--- config.mk ---
export PLATFORM = sky130hd
export DESIGN_NAME = sha256_hash_engine
export DESIGN_NICKNAME = d
export VERILOG_FILES = /design/src/design/sha_pkg.sv /design/src/design/sha_front.sv /design/src/design/sha_core.sv /design/src/design/sha256_hash_engine.sv
export VERILOG_INCLUDE_DIRS = /design/src /design/src/design
export SDC_FILE = /design/constraint.sdc
export NUM_CORES = 2
export LEC_CHECK = 0
export ABC_CLOCK_PERIOD_IN_PS = 44300
export BUFFER_PORTS_ARGS = -buffer_cell sky130_fd_sc_hd__buf_2
export CELL_PAD_IN_SITES_DETAIL_PLACEMENT = 0
export CELL_PAD_IN_SITES_GLOBAL_PLACEMENT = 1
export CORE_MARGIN = 5
export CORE_UTILIZATION = 55
export CTS_CLUSTER_SIZE = 8
export DETAILED_ROUTE_END_ITERATION = 12
export PLACE_DENSITY = 0.86
export REMOVE_ABC_BUFFERS = 1
export SYNTH_ARGS = -nofsm -noshare
export SYNTH_HDL_FRONTEND = slang
export SYNTH_HIERARCHICAL = 1
export SYNTH_SLANG_ARGS = --single-unit
--- constraint.sdc ---
create_clock -name clk -period 44.3 [get_ports clk]
set_clock_uncertainty 0.1 [all_clocks]
set_input_delay 4.43 -clock clk [delete_from_list [all_inputs] [get_ports clk]]
set_output_delay 4.43 -clock clk [all_outputs]
set_load 0.01 [all_outputs]
--- src/design/sha256_hash_engine_defines.svh ---
// Assertion macros shared by the hash engine modules.
`ifndef SHA256_HASH_ENGINE_DEFINES_SVH
`define SHA256_HASH_ENGINE_DEFINES_SVH

// Assert that a condition implies a consequence in the same cycle.
`define SHA_ASSERT_IMPL(lbl, clk_s, rst_s, cond, cons, msg) \
  lbl: assert property (@(posedge clk_s) disable iff (rst_s) (cond) |-> (cons)) \
    else $error(msg);

// Assert that a condition implies a consequence in the next cycle.
`define SHA_ASSERT_NEXT(lbl, clk_s, rst_s, cond, cons, msg) \
  lbl: assert property (@(posedge clk_s) disable iff (rst_s) (cond) |=> (cons)) \
    else $error(msg);

`endif

--- src/design/sha_pkg.sv ---
`default_nettype none

package sha_pkg;

  // One classified item (a byte, an end mark or both) passed from the front part to the core.
  typedef struct packed {
    logic [7:0] data_byte;
    logic       has_byte;
    logic       last;
  } sha_item_t;

  localparam int QueueDepth = 4;
  localparam logic [7:0] PadByte = 8'h80;
  localparam logic [5:0] LenPos = 6'd56;

  // Round constants.
  function automatic logic [31:0] round_k(input logic [5:0] r);
    logic [31:0] k;
    unique case (r)
      6'd0: k = 32'h428a2f98; 6'd1: k = 32'h71374491; 6'd2: k = 32'hb5c0fbcf;
      6'd3: k = 32'he9b5dba5; 6'd4: k = 32'h3956c25b; 6'd5: k = 32'h59f111f1;
      6'd6: k = 32'h923f82a4; 6'd7: k = 32'hab1c5ed5; 6'd8: k = 32'hd807aa98;
      6'd9: k = 32'h12835b01; 6'd10: k = 32'h243185be; 6'd11: k = 32'h550c7dc3;
      6'd12: k = 32'h72be5d74; 6'd13: k = 32'h80deb1fe; 6'd14: k = 32'h9bdc06a7;
      6'd15: k = 32'hc19bf174; 6'd16: k = 32'he49b69c1; 6'd17: k = 32'hefbe4786;
      6'd18: k = 32'h0fc19dc6; 6'd19: k = 32'h240ca1cc; 6'd20: k = 32'h2de92c6f;
      6'd21: k = 32'h4a7484aa; 6'd22: k = 32'h5cb0a9dc; 6'd23: k = 32'h76f988da;
      6'd24: k = 32'h983e5152; 6'd25: k = 32'ha831c66d; 6'd26: k = 32'hb00327c8;
      6'd27: k = 32'hbf597fc7; 6'd28: k = 32'hc6e00bf3; 6'd29: k = 32'hd5a79147;
      6'd30: k = 32'h06ca6351; 6'd31: k = 32'h14292967; 6'd32: k = 32'h27b70a85;
      6'd33: k = 32'h2e1b2138; 6'd34: k = 32'h4d2c6dfc; 6'd35: k = 32'h53380d13;
      6'd36: k = 32'h650a7354; 6'd37: k = 32'h766a0abb; 6'd38: k = 32'h81c2c92e;
      6'd39: k = 32'h92722c85; 6'd40: k = 32'ha2bfe8a1; 6'd41: k = 32'ha81a664b;
      6'd42: k = 32'hc24b8b70; 6'd43: k = 32'hc76c51a3; 6'd44: k = 32'hd192e819;
      6'd45: k = 32'hd6990624; 6'd46: k = 32'hf40e3585; 6'd47: k = 32'h106aa070;
      6'd48: k = 32'h19a4c116; 6'd49: k = 32'h1e376c08; 6'd50: k = 32'h2748774c;
      6'd51: k = 32'h34b0bcb5; 6'd52: k = 32'h391c0cb3; 6'd53: k = 32'h4ed8aa4a;
      6'd54: k = 32'h5b9cca4f; 6'd55: k = 32'h682e6ff3; 6'd56: k = 32'h748f82ee;
      6'd57: k = 32'h78a5636f; 6'd58: k = 32'h84c87814; 6'd59: k = 32'h8cc70208;
      6'd60: k = 32'h90befffa; 6'd61: k = 32'ha4506ceb; 6'd62: k = 32'hbef9a3f7;
      default: k = 32'hc67178f2;
    endcase
    return k;
  endfunction

  // Initial hash values.
  function automatic logic [31:0] init_h(input logic [2:0] i);
    logic [31:0] h;
    unique case (i)
      3'd0: h = 32'h6a09e667; 3'd1: h = 32'hbb67ae85;
      3'd2: h = 32'h3c6ef372; 3'd3: h = 32'ha54ff53a;
      3'd4: h = 32'h510e527f; 3'd5: h = 32'h9b05688c;
      3'd6: h = 32'h1f83d9ab; default: h = 32'h5be0cd19;
    endcase
    return h;
  endfunction

endpackage

`default_nettype wire

--- src/design/sha_front.sv ---
`default_nettype none
`include "sha256_hash_engine_defines.svh"

// Front part: takes stream transfers, drops idle items and queues the rest.
module sha_front (
  input  wire logic               clk,
  input  wire logic               rst,
  input  wire logic               s_tvalid,
  output logic                    s_tready,
  input  wire logic [7:0]         s_tdata,
  input  wire logic               s_tuser,
  input  wire logic               s_tlast,
  output logic                    q_valid,
  input  wire logic               q_ready,
  output sha_pkg::sha_item_t      q_item
);
  import sha_pkg::*;

  localparam int PtrW = $clog2(QueueDepth);

  sha_item_t           fifo [QueueDepth];
  logic [PtrW-1:0]     wr_ptr;
  logic [PtrW-1:0]     rd_ptr;
  logic [PtrW:0]       count;
  logic                push;
  logic                pop;

  assign s_tready = (count != (PtrW+1)'(QueueDepth));
  // Items with neither a byte nor an end mark have no effect and are not queued.
  assign push = s_tvalid && s_tready && (s_tuser || s_tlast);
  assign q_valid = (count != '0);
  assign pop = q_valid && q_ready;
  assign q_item = fifo[rd_ptr];

  // Queue storage.
  always_ff @(posedge clk) begin
    if (push) begin
      fifo[wr_ptr] <= '{data_byte: s_tdata, has_byte: s_tuser, last: s_tlast};
    end
  end

  // Queue pointers.
  always_ff @(posedge clk) begin
    if (rst) begin
      wr_ptr <= '0;
      rd_ptr <= '0;
      count <= '0;
    end else begin
      if (push) wr_ptr <= wr_ptr + 1'b1;
      if (pop) rd_ptr <= rd_ptr + 1'b1;
      count <= count + (PtrW+1)'(push) - (PtrW+1)'(pop);
    end
  end

  // The queue never overflows or underflows.
  `SHA_ASSERT_IMPL(a_push_room, clk, rst, push, count != (PtrW+1)'(QueueDepth), "push into full queue")
  `SHA_ASSERT_IMPL(a_pop_data, clk, rst, pop, count != '0, "pop from empty queue")

endmodule

`default_nettype wire

--- src/design/sha_core.sv ---
`default_nettype none
`include "sha256_hash_engine_defines.svh"

// Back part: buffers bytes, pads, runs one round per cycle and emits the digest.
module sha_core (
  input  wire logic               clk,
  input  wire logic               rst,
  input  wire logic               q_valid,
  output logic                    q_ready,
  input  wire sha_pkg::sha_item_t q_item,
  output logic                    m_tvalid,
  input  wire logic               m_tready,
  output logic [31:0]             m_tdata,
  output logic [2:0]              m_tuser,
  output logic                    m_tlast
);
  import sha_pkg::*;

  localparam logic [2:0] StFill  = 3'd0;
  localparam logic [2:0] StPad   = 3'd1;
  localparam logic [2:0] StRound = 3'd2;
  localparam logic [2:0] StAdd   = 3'd3;
  localparam logic [2:0] StOut   = 3'd4;

  logic [2:0]   state;
  logic [5:0]   fill;
  logic [60:0]  byte_total;
  logic         fin_pend;   // the final byte filled the block, padding follows it
  logic         in_pad;     // the block under way is completed by padding
  logic         pad_first;  // the 0x80 marker is still owed
  logic         len_here;   // the padded block under way carries the length
  logic [31:0]  hw [8];
  logic [31:0]  v [8];
  logic [31:0]  w [16];
  logic [5:0]   rnd;
  logic [2:0]   out_idx;
  logic [63:0]  bits;
  logic [7:0]   pad_val;
  logic [7:0]   shift_byte;
  logic         shift_en;
  logic [31:0]  wt, t1, t2, s0, s1, w15, w2, wn;
  logic         byte_in;

  assign bits = {byte_total, 3'b000};
  assign q_ready = (state == StFill);
  assign byte_in = q_valid && q_ready;
  assign shift_en = (byte_in && q_item.has_byte) || (state == StPad);
  assign shift_byte = (state == StPad) ? pad_val : q_item.data_byte;

  // Padding byte for the current fill position.
  always_comb begin
    if (pad_first) pad_val = PadByte;
    else if (len_here && fill >= LenPos) pad_val = bits[{3'd7 - fill[2:0], 3'b000} +: 8];
    else pad_val = 8'h00;
  end

  // Schedule word for the current round.
  always_comb begin
    w15 = w[1];
    w2 = w[14];
    s0 = {w15[6:0], w15[31:7]} ^ {w15[17:0], w15[31:18]} ^ (w15 >> 3);
    s1 = {w2[16:0], w2[31:17]} ^ {w2[18:0], w2[31:19]} ^ (w2 >> 10);
    wn = w[0] + s0 + w[9] + s1;
    wt = (rnd < 6'd16) ? w[0] : wn;
    t1 = v[7] + ({v[4][5:0], v[4][31:6]} ^ {v[4][10:0], v[4][31:11]}
         ^ {v[4][24:0], v[4][31:25]}) + ((v[4] & v[5]) ^ (~v[4] & v[6]))
         + round_k(rnd) + wt;
    t2 = ({v[0][1:0], v[0][31:2]} ^ {v[0][12:0], v[0][31:13]}
         ^ {v[0][21:0], v[0][31:22]}) + ((v[0] & v[1]) ^ (v[0] & v[2]) ^ (v[1] & v[2]));
  end

  // Block window: bytes shift in at the low end, big-endian, so after 64 of
  // them w[0] holds the first word. During the rounds the same window rotates
  // as the rolling 16-word message schedule.
  always_ff @(posedge clk) begin
    if (shift_en) begin
      for (int i = 0; i < 15; i++) w[i] <= {w[i][23:0], w[i+1][31:24]};
      w[15] <= {w[15][23:0], shift_byte};
    end else if (state == StRound) begin
      for (int i = 0; i < 15; i++) w[i] <= w[i+1];
      w[15] <= wt;
    end
  end

  // Control and working variables.
  always_ff @(posedge clk) begin
    if (rst) begin
      state <= StFill;
      fill <= '0;
      byte_total <= '0;
      fin_pend <= 1'b0;
      in_pad <= 1'b0;
      pad_first <= 1'b0;
      len_here <= 1'b0;
      rnd <= '0;
      out_idx <= '0;
      for (int i = 0; i < 8; i++) hw[i] <= init_h(3'(i));
    end else begin
      unique case (state)
        StFill: begin
          if (byte_in) begin
            if (q_item.has_byte) begin
              fill <= fill + 1'b1;
              byte_total <= byte_total + 1'b1;
            end
            if (q_item.has_byte && fill == 6'd63) begin
              // The block is full; a final byte leaves padding for later.
              fin_pend <= q_item.last;
              rnd <= '0;
              state <= StRound;
              for (int i = 0; i < 8; i++) v[i] <= hw[i];
            end else if (q_item.last) begin
              in_pad <= 1'b1;
              pad_first <= 1'b1;
              state <= StPad;
            end
          end
        end
        StPad: begin
          fill <= fill + 1'b1;
          if (pad_first) begin
            // The length fits only if the marker lands before its field.
            pad_first <= 1'b0;
            len_here <= (fill < LenPos);
          end
          if (fill == 6'd63) begin
            rnd <= '0;
            state <= StRound;
            for (int i = 0; i < 8; i++) v[i] <= hw[i];
          end
        end
        StRound: begin
          v[7] <= v[6];
          v[6] <= v[5];
          v[5] <= v[4];
          v[4] <= v[3] + t1;
          v[3] <= v[2];
          v[2] <= v[1];
          v[1] <= v[0];
          v[0] <= t1 + t2;
          rnd <= rnd + 1'b1;
          if (rnd == 6'd63) state <= StAdd;
        end
        StAdd: begin
          for (int i = 0; i < 8; i++) hw[i] <= hw[i] + v[i];
          if (in_pad && len_here) begin
            out_idx <= '0;
            state <= StOut;
          end else if (in_pad) begin
            // The marker left no room for the length: one more block.
            len_here <= 1'b1;
            state <= StPad;
          end else if (fin_pend) begin
            // A full block ended the message: the marker opens the next one.
            fin_pend <= 1'b0;
            in_pad <= 1'b1;
            pad_first <= 1'b1;
            state <= StPad;
          end else begin
            state <= StFill;
          end
        end
        StOut: begin
          if (m_tready) begin
            out_idx <= out_idx + 1'b1;
            if (out_idx == 3'd7) begin
              for (int i = 0; i < 8; i++) hw[i] <= init_h(3'(i));
              byte_total <= '0;
              in_pad <= 1'b0;
              state <= StFill;
            end
          end
        end
        default: state <= StFill;
      endcase
    end
  end

  assign m_tvalid = (state == StOut);
  assign m_tdata = hw[out_idx];
  assign m_tuser = out_idx;
  assign m_tlast = (out_idx == 3'd7);

  // A stalled digest transfer holds, and no input is taken while it is out.
  `SHA_ASSERT_NEXT(a_out_hold, clk, rst, m_tvalid && !m_tready, m_tvalid && $stable(m_tuser), "digest transfer dropped while stalled")
  `SHA_ASSERT_NEXT(a_word_hold, clk, rst, m_tvalid && !m_tready, $stable(m_tdata), "digest word changed while stalled")
  `SHA_ASSERT_IMPL(a_ready_idle, clk, rst, q_ready, !m_tvalid, "input taken while digest is out")

endmodule

`default_nettype wire

--- src/design/sha256_hash_engine.sv ---
// SHA-256 engine over a byte stream. Each accepted transfer on s_ carries one
// byte (tuser = 1) or only an end mark (tuser = 0, tlast = 1); the transfer with
// tlast set closes the message, after which padding is added and the digest
// leaves on m_ as eight 32-bit words, word 0 first, tlast on word 7. Bytes go
// through a four-entry queue and shift into the block window at one per cycle
// while the core is filling a block; each full 64-byte block then runs the 64
// rounds (one round per cycle in a single compression unit) and an add step,
// during which no byte is taken, with input held off once the queue is full.
// The message end shifts in padding at one byte per cycle to close the block,
// runs the rounds and the add for each padded block, up to two of them, and is
// followed by the eight digest transfers, during which no input is taken.
`default_nettype none

module sha256_hash_engine (
  input  wire logic        clk,
  input  wire logic        rst,
  input  wire logic        s_tvalid,
  output logic             s_tready,
  input  wire logic [7:0]  s_tdata,   // data_byte
  input  wire logic        s_tuser,   // has_byte
  input  wire logic        s_tlast,   // last
  output logic             m_tvalid,
  input  wire logic        m_tready,
  output logic [31:0]      m_tdata,   // digest_word
  output logic [2:0]       m_tuser,   // word_index
  output logic             m_tlast    // last_word
);
  import sha_pkg::*;

  logic      q_valid;
  logic      q_ready;
  sha_item_t q_item;

  sha_front u_front (
    .clk, .rst, .s_tvalid, .s_tready, .s_tdata, .s_tuser, .s_tlast,
    .q_valid, .q_ready, .q_item
  );

  sha_core u_core (
    .clk, .rst, .q_valid, .q_ready, .q_item,
    .m_tvalid, .m_tready, .m_tdata, .m_tuser, .m_tlast
  );

endmodule

`default_nettype wire
### Word-level counts from Yosys, hierarchy flattened

Memory sizes are Yosys's and may differ from the RTL's. A register that Yosys moved wholly into a read port is not among the register bits.
Index checks and enable logic that the tools add are counted.

| cells by class | value |
|---|---|
| multiplexer cells | 174 |
| shifts and indexed selects | 1 |
| bitwise gates (word level) | 65 |
| magnitude comparators | 3 |
| add/subtract/negate cells | 27 |
| equality and inequality tests | 24 |
| reduce and logical (&&, ||, !) cells | 28 |

Operators with widths:

| operator | number |
|---|---|
| 2-to-1 mux 32 bit | 89 |
| adder 32 bit | 18 |
| bitwise XOR 32 bit | 9 |
| 2-to-1 mux 61 bit | 4 |
| bitwise AND 32 bit | 5 |
| case mux 61 bit (2 select lines) | 1 |
| variable part select 64 x 7 -> 8 bit | 1 |
| adder 61 x 1 -> 61 bit (second input constant) | 1 |
| OR 1 bit | 48 |
| 2-to-1 mux 1 bit | 47 |
| 2-to-1 mux 6 bit | 7 |
| 2-to-1 mux 3 bit | 13 |
| inverter 32 bit | 1 |
| bitwise XOR 32 x 22 -> 32 bit | 1 |
| bitwise XOR 32 x 29 -> 32 bit | 1 |
| 2-to-1 mux 8 bit | 3 |
| != test 2 bit (second input constant) | 9 |
| case mux 6 bit (3 select lines) | 1 |
| case mux 3 bit (5 select lines) | 1 |
| AND reduction 7 bit | 2 |
| adder 6 x 1 -> 6 bit (second input constant) | 2 |
| == test 6 bit (second input constant) | 2 |
| != test 2 x 1 -> 1 bit (second input constant) | 6 |
| case mux 6 bit (2 select lines) | 1 |
| 25 further kinds | 49 |

| word-level totals | value |
|---|---|
| memories | 5 |
| word-level logic and storage cells | 339 |
| input bits | 14 |
| RAM bits | 1064 |
| output and inout bits | 38 |
| memory bits (read-only) | 2048 |
| bits in registers | 90 |

Memory list:

| memory | depth | width | read ports | clocked after Yosys merged registers in | wr ports | line | source |
|---|---|---|---|---|---|---|---|
| (name not given) | 64 | 32 | 1 | 1 | 0 | sha_pkg.sv:19 | `unique case (r)` |
| u_core.w | 16 | 32 | 16 | 0 | 16 | sha_core.sv:34 | `logic [31:0] w [16];` |
| u_core.hw | 8 | 32 | 9 | 1 | 8 | sha_core.sv:32 | `logic [31:0] hw [8];` |
| u_core.v | 8 | 32 | 8 | 0 | 8 | sha_core.sv:33 | `logic [31:0] v [8];` |
| u_front.fifo | 4 | 10 | 1 | 1 | 1 | sha_front.sv:21 | `sha_item_t fifo [QueueDepth];` |

### Depth between registers and ports, before layout

An unclocked memory read counts as a cell.

| depth | value |
|---|---|
| word-level depth | 10 |
| depth in mapped cells | 47 |
| mapped depth without buffers | 46 |

### By module

The synthesis kept the hierarchy.

Modules (own cells, without submodules):

| module | times used | cells each | area an instance (sq um) | sequential area each (sq um) |
|---|---|---|---|---|
| sha_core | 1 | 8403 | 76233.1 | 31830.5 |
| sha_front | 1 | 102 | 1941.9 | 1381.3 |

### Least setup slack after synthesis

No wires, ideal clock.

| timing path | value |
|---|---|
| kind | register to register |
| start point | register (tool-made name) |
| end point | memory u_core.w[0][0], enable pin |
| stages on the path, launching flop included | 8 |
| required time | 40.568 ns |
| setup time | 3.632 ns |
| arrival | 10.535 ns |
| setup slack | 30.033 ns |
| period minus slack after synthesis | 14.267 ns |
| path buffers | 3 |
| path through | dfxtp_1 -> buf_6 -> mux4_2 -> and3_1 -> nor2_1 -> clkbuf_1 -> clkbuf_1 -> nand2_1 |

RTL lines:

| element | line |
|---|---|
| end: declaration | sha_core.sv:34 |

==> metrics.csv <==
metric,value,unit
Final HPWL DP,179300,um
Mapped Cells,8505,
max cap viols,0,
Netlist cell types,102,
CP Launch Type,register,
WS Path Type,reg -> reg,
register area share after synthesis,0.4248,
asr flop ratio synth,0,
Yosys Warn Count,6,
GPL Wtd Cong,0.9849,
RSZ-0062 raised after global routing,false,
final slew viol count,0,
Chip Width,387.0,um
"EDFF count, synth",936,
endpoints failing hold,0,
Syn-to-layout area delta,8.303,%
min Tclk post-route,11650,ps
initial antenna violation count,6,
Worst-Skew Late Latency,800,ps
final worst slack,32650,ps
core area,0.1414,mm2
Post-Route WL,247500,um
# IOs,52,
vias in the first global route,59817,
drt drc,0,
Total Routing Usage GR,0.3220,
DR vias/cell,6.051,
drt pass-1 iters,7,
pre-CTS setup slack,32780,ps
mapped cell area,0.07817,mm2
Final Core Density,0.5987,
Sink Count,1191,
setup bufs post-CTS,0,
Most used DFF post-synth,edfxtp_1,
number of CTS-inserted buffers,168,
status,completed,
layout cells sized above 1,0.06697,
register clock-pin slew on the reported worst setup and hold paths,50,ps
Rel. slew slack,0.04395,
"Setup violations, final",0,
Fmax,85.82,MHz
min-delay worst type,reg -> reg,
GRT Residual Overflow,0,
largest net degree at the start of global routing,191,
CP max FO,6,
most frequent CP cell,a21oi_1,
Final TNS setup,0,ps
H-tree depth,4,
Starting Density,0.5528,
Via Count,62496,
"flops & latches, synth",1191,
Root Buffer,clkbuf_16,
number of nets with antenna violations after routing,0,
Worst path slowest cell,fa_1,
post-CTS resize count,0,
Final period util,0.2630,
critical path arrival,12040,ps
clock buffer depth,3,
first-pass GRT wire length,373400,um
Die ar.,0.1498,mm2
CP Data Required Time,44690,ps
wire length per cell,23.97,um
die height,387.0,um
fin cells,10328,
CTS tree,done,
placed insts,10069,
Port Buffer Count,51,
crit path capture type,register,
hold_buf cts,0,
row count,138,
Slew @ Worst Pin,1419,ps
layout net count,8958,
Crit path largest cell delay,520,ps
Post-Syn Area per Cell,9.192,um2
DRT iter0 DRCs,6843,
[metrics by stage]
step / hold slack (ps) / cell area, um2
global placement: 372.7 / 79820
floorplan: 346.9 / 76400
CTS: 388.2 / 84660
finish: 391.9 / 84670
detailed placement: 380.1 / 79820
global route: 411.2 / 84660
[Yosys cell counts, drive strengths merged, types with 87 or more instances]
cell / count / share of area
xor2: 227 / 0.025
nor2: 388 / 0.019
inv: 417 / 0.020
edfxtp: 936 / 0.36
xnor2: 393 / 0.044
clkbuf: 386 / 0.019
nand3: 109 / 0.0070
nand2: 2543 / 0.12
fa: 196 / 0.050
mux4: 87 / 0.025
dfxtp: 255 / 0.065
a21o: 202 / 0.019
ha: 399 / 0.064
a21oi: 450 / 0.029
o21ai: 412 / 0.026
[registers in the layout (all words and copies together), names as in the netlist, named ones only]
name	flops
u_core/byte_total	61
u_core/fill	6
u_core/fin_pend	1
u_core/hw	256
u_core/in_pad	1
u_core/len_here	1
u_core/m_tuser	3
u_core/pad_first	1
u_core/rnd	6
u_core/state	3
u_core/v	256
u_core/w	512
u_front/count	3
u_front/fifo	40
u_front/rd_ptr	2
u_front/wr_ptr	2
[logic make-up after synthesis]
group,share of synthesized area
xor gates and xnor gates,0.06994
buffers and inverters,0.04272
DFF,0.4248
and+or+nand+nor,0.1826
AOI/OAI and AO/OA,0.1269
adders and majority gates,0.1147
muxes,0.03832
[worst max-delay path, delay by kind of cell, from the launching register on]
family,cells,cell delay (ps)
AOI/OAI and AO/OA,22,4850
buffers and inverters,6,340
and+or+nand+nor,4,740
DFF,1,500
adders and majority gates,9,3970
xor gates and xnor gates,5,850
[routing by layer]
layer  GRT usage  part of all wire  up-vias
met5           0          0.000093        -
met4      0.1289             0.044        4
met3     0.05474             0.082      497
met2      0.4998              0.45     2656
met1      0.4531              0.42    30412
li1            -                 -    28927
[final cells by class]
| cell class | instances | area (um2) |
|---|---|---|
| fill | 12289 | 56750 |
| multi-input combinational | 6440 | 41760 |
| sequential | 1191 | 33220 |
| clock buffer | 241 | 4498 |
| tap | 1890 | 2365 |
| inverter | 418 | 1572 |
| timing repair buffer | 130 | 898.4 |
| clock inverter | 16 | 346.6 |
| antenna | 2 | 5.005 |
[final timing paths]
| check | start | endpoint | slack, ps | cells after the start |
|---|---|---|---|---|
| worst max-delay path | u_core/w[1][211] | u_core/v[0][31] | 32650 | 46 |
| worst min-delay path | u_core/hw[5][4] | u_core/hw[5][4] | 390 | 2 |
| worst max register to register | u_core/w[1][211] | u_core/v[0][31] | 32650 | 46 |
| worst min register to register | u_core/hw[5][4] | u_core/hw[5][4] | 390 | 2 |
[cell usage in the layout, fill, tap and decap left out, drive strengths merged, types with 31 or more instances in the layout]
cell type / n
or3: 34
mux2: 73
o21bai: 39
o31ai: 31
nand4: 42
xor2: 227
ha: 399
o21ai: 412
a211oi: 59
o21a: 48
edfxtp: 936
inv: 423
o211ai: 70
nor3: 75
nor2b: 55
nor2: 388
mux4: 87
fa: 196
and2: 32
buf: 130
nand3: 109
nand2: 2543
and3: 43
dfxtp: 255
nand2b: 56
a31oi: 53
a21o: 202
a21oi: 450
clkbuf: 241
xnor2: 393
Power is left out: the tool's default activity adds up to more than one toggle a clock period on the data nets, which glitch-free logic cannot reach.
